$ cat src/hw/rtl/pnc_pkg.sv
// shared types and constants for the perfect number counter
// no dependencies
`default_nettype none

package pnc_pkg;

  localparam int unsigned VALUE_W   = 32;
  localparam int unsigned N_W       = 31;
  localparam int unsigned DIVISOR_W = 16;
  localparam int unsigned SUM_W     = 34;
  localparam int unsigned SIGMA_W   = 35;
  localparam int unsigned COUNT_W   = 8;
  localparam logic [COUNT_W-1:0] COUNT_FIELD_MAX = 8'd255;

  typedef struct packed {
    logic signed [VALUE_W-1:0] value;
    logic                      last_of_list;
  } item_t;

  typedef struct packed {
    logic [SUM_W-1:0]   aliquot_sum;
    logic               is_perfect;
    logic [COUNT_W-1:0] perfect_count;
    logic               list_done;
  } result_t;

  typedef struct packed {
    logic                 start;
    logic [VALUE_W-1:0]   dividend;
    logic [DIVISOR_W-1:0] divisor;
  } div_req_t;

  typedef struct packed {
    logic                 done;
    logic [VALUE_W-1:0]   quotient;
    logic [DIVISOR_W-1:0] remainder;
  } div_rsp_t;

  typedef enum logic [1:0] {
    ST_IDLE,
    ST_ISSUE,
    ST_WAIT,
    ST_FINISH
  } state_t;

endpackage

`default_nettype wire

$ cat src/hw/rtl/pnc_divider.sv
// restoring divider, one quotient bit per cycle, 32-bit by 16-bit
// depends on pnc_pkg
`default_nettype none

module pnc_divider (
  input  wire logic              clk,
  input  wire logic              rst,
  input  wire pnc_pkg::div_req_t req,
  output pnc_pkg::div_rsp_t      rsp
);
  import pnc_pkg::*;

  localparam int unsigned CNT_W = $clog2(VALUE_W);

  logic                 busy;
  logic                 done;
  logic [CNT_W-1:0]     cnt;
  logic [DIVISOR_W-1:0] rem;
  logic [VALUE_W-1:0]   quo;
  logic [DIVISOR_W-1:0] divisor;
  logic [DIVISOR_W:0]   shifted;
  logic [DIVISOR_W:0]   diff;
  logic                 fits;

  assign shifted = {rem, quo[VALUE_W-1]};
  assign diff    = shifted - {1'b0, divisor};
  assign fits    = shifted >= {1'b0, divisor};

  always_ff @(posedge clk) begin
    if (rst) begin
      busy <= 1'b0;
      done <= 1'b0;
      cnt  <= '0;
    end else begin
      done <= 1'b0;
      if (req.start && !busy) begin
        busy <= 1'b1;
        cnt  <= '0;
      end else if (busy) begin
        cnt <= cnt + CNT_W'(1);
        if (cnt == CNT_W'(VALUE_W - 1)) begin
          busy <= 1'b0;
          done <= 1'b1;
        end
      end
    end
  end

  always_ff @(posedge clk) begin
    if (req.start && !busy) begin
      quo     <= req.dividend;
      rem     <= '0;
      divisor <= req.divisor;
    end else if (busy) begin
      if (fits) begin
        rem <= diff[DIVISOR_W-1:0];
        quo <= {quo[VALUE_W-2:0], 1'b1};
      end else begin
        rem <= shifted[DIVISOR_W-1:0];
        quo <= {quo[VALUE_W-2:0], 1'b0};
      end
    end
  end

  assign rsp.done      = done;
  assign rsp.quotient  = quo;
  assign rsp.remainder = rem;

`ifndef SYNTH
  a_start_idle: assert property (@(posedge clk) disable iff (rst)
    req.start |-> !busy)
    else $error("divider started while busy");
  a_done_idle: assert property (@(posedge clk) disable iff (rst)
    done |-> !busy)
    else $error("divider done while busy");
  a_rem_bound: assert property (@(posedge clk) disable iff (rst)
    busy && divisor != '0 |-> rem < divisor)
    else $error("partial remainder not below divisor");
`endif

endmodule

`default_nettype wire

$ cat src/hw/rtl/perfect_number_counter_core.sv
// a value of zero or below goes straight to the finish state; for a positive value n the divider
//   runs once per trial divisor d = 1, 2, ... until the quotient drops below d; one transaction
//   at a time, the next item is not taken until the result of the last one has been loaded
// rst is synchronous active high; it clears the sequencer, the output valid and
//   the per-list count
`default_nettype none

module perfect_number_counter_core #(
  parameter int unsigned MAX_LIST = 128
) (
  input  wire logic             clk,
  input  wire logic             rst,
  input  wire logic             item_valid,
  output logic                  item_ready,
  input  wire pnc_pkg::item_t   item,
  output logic                  result_valid,
  input  wire logic             result_ready,
  output pnc_pkg::result_t      result
);
  import pnc_pkg::*;

  localparam logic [COUNT_W-1:0] COUNT_LIMIT =
    (MAX_LIST > 255) ? COUNT_FIELD_MAX : COUNT_W'(MAX_LIST);

  state_t               state;
  state_t               state_next;
  logic [N_W-1:0]       n;
  logic [DIVISOR_W-1:0] d;
  logic [SIGMA_W-1:0]   sigma;
  logic                 last;
  logic [COUNT_W-1:0]   count;

  div_req_t             div_req;
  div_rsp_t             div_rsp;

  logic                 accept;
  logic                 load_out;
  logic                 positive;
  logic                 q_below;
  logic [VALUE_W:0]     term;
  logic [SIGMA_W-1:0]   diff;
  logic                 perfect;
  logic [COUNT_W-1:0]   count_new;

  pnc_divider u_div (
    .clk (clk),
    .rst (rst),
    .req (div_req),
    .rsp (div_rsp)
  );

  assign positive = !item.value[VALUE_W-1] && (item.value != '0);
  assign q_below  = div_rsp.quotient < VALUE_W'(d);
  assign term     = (div_rsp.quotient == VALUE_W'(d)) ? (VALUE_W+1)'(d)
                  : (VALUE_W+1)'(div_rsp.quotient) + (VALUE_W+1)'(d);
  assign diff     = sigma - SIGMA_W'(n);
  assign perfect  = (n != '0) && (diff[SUM_W-1:0] == SUM_W'(n));
  assign count_new = (perfect && count < COUNT_LIMIT) ? count + COUNT_W'(1) : count;

  always_comb begin
    state_next = state;
    unique case (state)
      ST_IDLE: begin
        if (item_valid) begin
          state_next = positive ? ST_ISSUE : ST_FINISH;
        end
      end
      ST_ISSUE: begin
        state_next = ST_WAIT;
      end
      ST_WAIT: begin
        if (div_rsp.done) begin
          state_next = q_below ? ST_FINISH : ST_ISSUE;
        end
      end
      ST_FINISH: begin
        if (!result_valid || result_ready) begin
          state_next = ST_IDLE;
        end
      end
      default: state_next = ST_IDLE;
    endcase
  end

  always_comb begin
    item_ready       = 1'b0;
    div_req.start    = 1'b0;
    load_out         = 1'b0;
    div_req.dividend = VALUE_W'(n);
    div_req.divisor  = d;
    unique case (state)
      ST_IDLE:   item_ready = 1'b1;
      ST_ISSUE:  div_req.start = 1'b1;
      ST_WAIT:   ;
      ST_FINISH: load_out = !result_valid || result_ready;
      default:   ;
    endcase
  end

  assign accept = item_valid && item_ready;

  always_ff @(posedge clk) begin
    if (rst) begin
      state        <= ST_IDLE;
      result_valid <= 1'b0;
      count        <= '0;
    end else begin
      state <= state_next;
      if (load_out) begin
        result_valid <= 1'b1;
        count        <= last ? '0 : count_new;
      end else if (result_ready) begin
        result_valid <= 1'b0;
      end
    end
  end

  always_ff @(posedge clk) begin
    if (accept) begin
      n     <= positive ? item.value[N_W-1:0] : '0;
      d     <= DIVISOR_W'(1);
      sigma <= '0;
      last  <= item.last_of_list;
    end else if (state == ST_WAIT && div_rsp.done && !q_below) begin
      d <= d + DIVISOR_W'(1);
      if (div_rsp.remainder == '0) begin
        sigma <= sigma + SIGMA_W'(term);
      end
    end
    if (load_out) begin
      result.aliquot_sum   <= diff[SUM_W-1:0];
      result.is_perfect    <= perfect;
      result.perfect_count <= count_new;
      result.list_done     <= last;
    end
  end

`ifndef SYNTH
  a_hold: assert property (@(posedge clk) disable iff (rst)
    result_valid && !result_ready |=> result_valid && $stable(result))
    else $error("result changed while stalled");
  a_done_in_wait: assert property (@(posedge clk) disable iff (rst)
    div_rsp.done |-> state == ST_WAIT)
    else $error("divider result outside wait state");
  a_sigma_covers_n: assert property (@(posedge clk) disable iff (rst)
    state == ST_FINISH |-> sigma >= SIGMA_W'(n))
    else $error("divisor sum below value");
  a_divisor_nonzero: assert property (@(posedge clk) disable iff (rst)
    state == ST_ISSUE |-> d != '0)
    else $error("trial divisor is zero");
  a_count_limit: assert property (@(posedge clk) disable iff (rst)
    result_valid |-> result.perfect_count <= COUNT_LIMIT)
    else $error("count above limit");
`endif

endmodule

`default_nettype wire

$ cat config.mk
export PLATFORM = sky130hd
export DESIGN_NAME = perfect_number_counter_core
export DESIGN_NICKNAME = d
export VERILOG_FILES = /design/src/hw/rtl/pnc_pkg.sv /design/src/hw/rtl/pnc_divider.sv /design/src/hw/rtl/perfect_number_counter_core.sv
export SDC_FILE = /design/constraint.sdc
export NUM_CORES = 1
export LEC_CHECK = 0
export BUFFER_PORTS_ARGS = -buffer_cell sky130_fd_sc_hd__buf_2
export CORE_MARGIN = 2
export CORE_UTILIZATION = 30
export CTS_BUF_LIST = sky130_fd_sc_hd__clkbuf_8
export DETAILED_ROUTE_END_ITERATION = 8
export PLACE_DENSITY = 0.49
export SETUP_SLACK_MARGIN = 0.15
export SYNTH_ARGS = -nofsm -noshare
export SYNTH_HDL_FRONTEND = slang
export SYNTH_SLANG_ARGS = --single-unit
$ cat constraint.sdc
create_clock -name clk -period 13.7 [get_ports clk]
set_input_delay 1.37 -clock clk [delete_from_list [all_inputs] [get_ports clk]]
set_output_delay 1.37 -clock clk [all_outputs]
set_load 0.005 [all_outputs]
After elaboration in Yosys (flattened, before gate mapping)

Index checks and enable logic that the tools add are counted.

Bits in registers: 209
Bits of input ports: 37
Output and inout port bits: 46
Logic and storage cells: 82

Add/sub/neg operators: 7
$lt $le $gt $ge: 3
Eq/ne operators: 9
Mux-type cells: 22
Bitwise logic cells: 1
Reduce and logical (&&, ||, !) cells: 22

Operators with widths:

| kind                                                             | count |
|---|---|
| 31-bit 2-to-1 mux                                                | 2 |
| 35-bit by 33-bit adder with 35-bit output                        | 1 |
| 34-bit by 31-bit == test with 1-bit output                       | 1 |
| 34-bit by 31-bit subtractor with 34-bit output                   | 1 |
| 32-bit by 16-bit adder with 33-bit output                        | 1 |
| 33-bit 2-to-1 mux                                                | 1 |
| 32-bit by 16-bit == test with 1-bit output                       | 1 |
| 32-bit by 16-bit less-than comparator with 1-bit output          | 1 |
| 32-bit nonzero test                                              | 1 |
| 31-bit nonzero test                                              | 1 |
| 17-bit by 16-bit >= comparator with 1-bit output                 | 1 |
| 16-bit by 1-bit adder with 16-bit output (second input constant) | 1 |
| 16-bit zero test                                                 | 1 |
| 16-bit 2-to-1 mux                                                | 1 |
| 8-bit 2-to-1 mux                                                 | 2 |
| 16-bit subtractor                                                | 1 |
| 1-bit 2-to-1 mux                                                 | 10 |
| 2-bit 2-to-1 mux                                                 | 5 |
| 8-bit by 1-bit adder with 8-bit output (second input constant)   | 1 |
| 8-bit less-than comparator (second input constant)               | 1 |
| 2-bit case mux with 4 select lines                               | 1 |
| 1-bit logical AND                                                | 7 |
| 5-bit by 1-bit adder with 5-bit output (second input constant)   | 1 |
| 5-bit == test (second input constant)                            | 1 |
| 13 further kinds                                                 | 19 |

Logic depth before layout (Yosys ltp)

Depth after elaboration: 6
Mapped depth: 28
Mapped depth without buffers: 27

Hierarchy

Synthesis repeated with hierarchy kept, for this count alone.

Cells, all modules: 1703
Area, all modules: 15447.3 um^2

Modules (own cells, without submodules):

| module                      | instances | cells an instance | area an instance (um^2) | seq. area each (um^2) |
|---|---|---|---|---|
| perfect_number_counter_core | 1         | 1398              | 11802.6                 | 3503.4 |
| pnc_divider                 | 1         | 305               | 3644.7                  | 1901.8 |

Worst setup path after synthesis

No wires, ideal clock.

Path type: register -> register
Start: reg d[13]
End: reg sigma[32]
Setup time: 0.116 ns
Data arrival time: 5.236 ns
Required time: 13.584 ns
Path slack: 8.347 ns
Stages on the path, launching flop included: 24
Buffers on the path: 3
Period minus slack after synthesis: 5.353 ns
Cell sequence: dfxtp_1 > inv_1 > ha_1 > clkbuf_1 > nand4_1 > or4_1 > or4_1 > clkbuf_1 > clkbuf_1 > nor2_1 > a21oi_1 > fa_1 > a211oi_1 > o21ai_0 > a21oi_1 > o21ai_0 > a221o_1 > a41oi_1 > o21bai_1 > a21oi_1 > o21ai_0 > a31oi_1 > mux2i_1 > nor2_1

Longest elaborated chain between the ends: 4
Elaborated cells on any way between the ends: 8
Those cells by class: add/sub (2); order compare (1); eq/ne (1); mux (1); reduce/logical (3)

RTL lines:

| what                                                                              | RTL line                           | RTL |
|---|---|---|
| from (decl)                                                                       | perfect_number_counter_core.sv:28  | `logic [DIVISOR_W-1:0] d;` |
| from (signal assigned)                                                            | perfect_number_counter_core.sv:125 | `d <= d + DIVISOR_W'(1);` |
| branches (longest 4 deep; another with 35-bit by 33-bit adder with 35-bit output) | n/a                                |  |
| to (signal assigned)                                                              | perfect_number_counter_core.sv:127 | `sigma <= sigma + SIGMA_W'(term);` |
| to (decl)                                                                         | perfect_number_counter_core.sv:29  | `logic [SIGMA_W-1:0] sigma;` |

Several ways; the timed one is not identified.
A chain may end at the register's enable or synchronous reset.

Worst setup path after layout

Start: reg d[12]
End: reg sigma[32]

The elaborated chain is that of the path after synthesis.

==> metrics.md <==
| Metric | Value |
|---|---|
| Avg Cell Area, Syn | around 9.1 um^2 |
| Clock Latency Late Sink | 0.59 ns |
| End-of-flow core utilization | 34.0% |
| CTS buffer count | 39 |
| DP Area | 15800 um^2 |
| Count leader, synth | nor2_1 |
| DRT Pass-1 Iters | 5 |
| Worst IR Drop VDD | approximately 50 uV |
| Post-synth EDFFs | 123 |
| Layout cell share with drive strength beyond 1 | 11.5% |
| Die area | 50900 um^2 |
| Routed via count | 12100 |
| Commonest cells post-synth | nor2_1 (146), a21oi_1 (139), edfxtp_1 (123) |
| Final Slew Violations | 0 |
| Worst endpoint required time | 14.17 ns |
| Top-area cell type share of the netlist area | 25.1% |
| Leakage | just under 7 nW |
| Cts hold-fix bufs | 0 |
| Post-Syn Area | 14700 um^2 |
| Clk slew on worst S/H paths | 0.06 ns |
| Startpoint Class | flip-flop |
| First-pass GRT wire length | about 66 mm |
| FF-to-FF setup slack | 7.46 ns |
| Synth async-reset ratio | 0% |
| Gr ovfl total | 0 |
| Synth unique cells | 78 |
| Hold Path Class | reg2reg |
| Final hold violations | 0 |
| Antenna violations before repair | 3 |
| Seq/Total Area, Yosys | 36.6% |
| Vias per inst | 5.05 |
| Syn Inst Count | 1625 |
| Critical path endpoint category | flip-flop |
| Worst Skew | slightly below 0.03 ns |
| IO Count | 83 |
| CTS tree | yes |
| Leading area contributor after synthesis | edfxtp_1 |
| Vias in the first global route | 11700 |
| Most used DFF post-synth | edfxtp_1 |
| Fin nets | between 1500 and 2000 |
| H-tree levels | 2 |
| Setup violations, final | 0 |
| # port buffers | 82 |
| Final cell count without fillers | 2394 |
| Crit Path Max Fanout | 18 |
| Die X | 226 um |
| DRC | 0 |
| Initial core utilization | 30.2% |
| Die Y | ~230 um |
| # resized after CTS | 0 |
| Antenna viol nets, final | 0 |
| Core area | 48700 um^2 |
| Pwr Density | 96.7 nW/um^2 |
| Post-CTS Setup Bufs | 0 |
| Tmin final | 6.24 ns |
| DPL Wire Length | 33.7 mm |
| Critical path class | reg2reg |
| Unrepaired setup endpoints after global routing | false |
| Wirelength per Cell | 17.8 um |
| Routed WL | roughly 43 mm |
| Ys Warns | 0 |
| Max Cap Viol | 0 |
| Setup tns final | 0 ns |
| Design area | 16600 um^2 |
| Top cells by area, synth | edfxtp_1 (25%), dfxtp_1 (12%), ha_1 (9.9%) |
| CP arrival | 6.72 ns |
| Tcrit/Tclk final | 45.6% |
| Slew Limit Headroom | 27.3% |
| Mapped Nets | 1782 |
| CTS sink cnt | 208 |
| Placed Cells | 2321 |
| Row cnt | 81 |
| Synthesis-to-finish area growth | 12.5% |
| Gpl congestion | 0.870 |
| Status | finished clean |
| CTS Buffer Depth | 3 |
| FF+latch count, synth | between 200 and 250 |
| Pin count of the biggest net entering global routing | 82 |
| GRT Overall Usage | 16.8% |
| Least-Margin Pin Slew | 1.09 ns |
| FMAX | 0.160 GHz |
| CTS root buffer | clkbuf_8 |
| Initial drt markers | a little under 500 |
per-layer routing:
layer  up-vias  global-route usage, %  part of all wire [%]
li1       6037                      -                     -
met1      5659                   23.2                    48
met2       301                   26.0                    43
met3        86                   2.38                   4.8
met4         2                   7.93                   4.2
met5         -                      0                 0.016
path summary, 6_finish.rpt:
| kind | from | endpoint | depth (start not counted) |
|---|---|---|---|
| worst max-delay path | d[12] | sigma[32] | 21 |
| worst min-delay path | sigma[0] | sigma[0] | 2 |
| worst max register to register | d[12] | sigma[32] | 21 |
| worst min register to register | sigma[0] | sigma[0] | 2 |
power breakdown:
group | switching (mW) | internal, mW | total, mW | leakage [nW]
combinational | 0.164 | 0.105 | 0.269 | 4.54
sequential | 0.0344 | 0.696 | 0.730 | 1.83
clock | 0.272 | 0.331 | 0.603 | 0.457
total | 0.471 | 1.13 | 1.60 | 6.83
cell families after synthesis:
| logic type | after synthesis | share of synthesized area [%] |
|---|---|---|
| and+or+nand+nor | 534 | 18.4 |
| AOI/OAI and AO/OA | 376 | 16.2 |
| DFF | 208 | 36.6 |
| buffers and inverters | 172 | 4.58 |
| xor gates and xnor gates | 155 | 9.40 |
| adders and majority gates | 120 | 10.4 |
| muxes | 60 | 4.40 |
flip-flops by register name (all words and copies together), names as in the netlist, 8 cells and up:
name           cells
result            44
sigma             34
u_div.quo         32
n                 31
d                 16
u_div.divisor     16
u_div.rem         16
count              8
critical path: stages (launching register included):
cell      delay (ns)
dfxtp_1         0.46
inv_1           0.08
ha_1            0.42
nand4_1         0.17
or4_1           0.54
or4_1           0.81
buf_4           0.32
nor2_1          0.10
a21oi_1         0.08
fa_1            0.46
a211oi_1        0.30
o21ai_0         0.16
a21oi_1         0.24
o21ai_0         0.24
a221o_1         0.42
a41oi_1         0.34
o21bai_1        0.10
a21oi_1         0.23
o21ai_0         0.19
a31oi_1         0.23
mux2i_1         0.21
nor2_1          0.06
layout make-up:
type                    instances  area (um^2)
diodes                          2         5.00
fillers                      5061        32200
flip-flops and latches        208         5400
multi-input cells            1245         8670
repair buffers                 92          485
inverters                     112          420
well taps                     664          831
clock inverters                27          159
clock buffers                  44          606
per-stage QoR:
stage	hold WS (ns)	worst slack, ns	power (mW)
finish	0.504	7.46	1.60
global route	0.537	6.93	1.68
CTS	0.501	7.47	1.63
detailed placement	0.493	7.49	1.01
global placement	0.482	7.53	1.01
floorplan	0.454	8.35	0.917
cells in the final DEF, fill, tap and decap left out, types with 68 or more instances in the layout:
cell,instances
ha_1,116
dfxtp_1,85
buf_2,82
a21oi_1,139
nor2_1,145
o21ai_0,68
inv_1,127
edfxtp_1,123
xnor2_1,96
nand2_1,112
No activity file was read; power rests on OpenSTA's default activity.
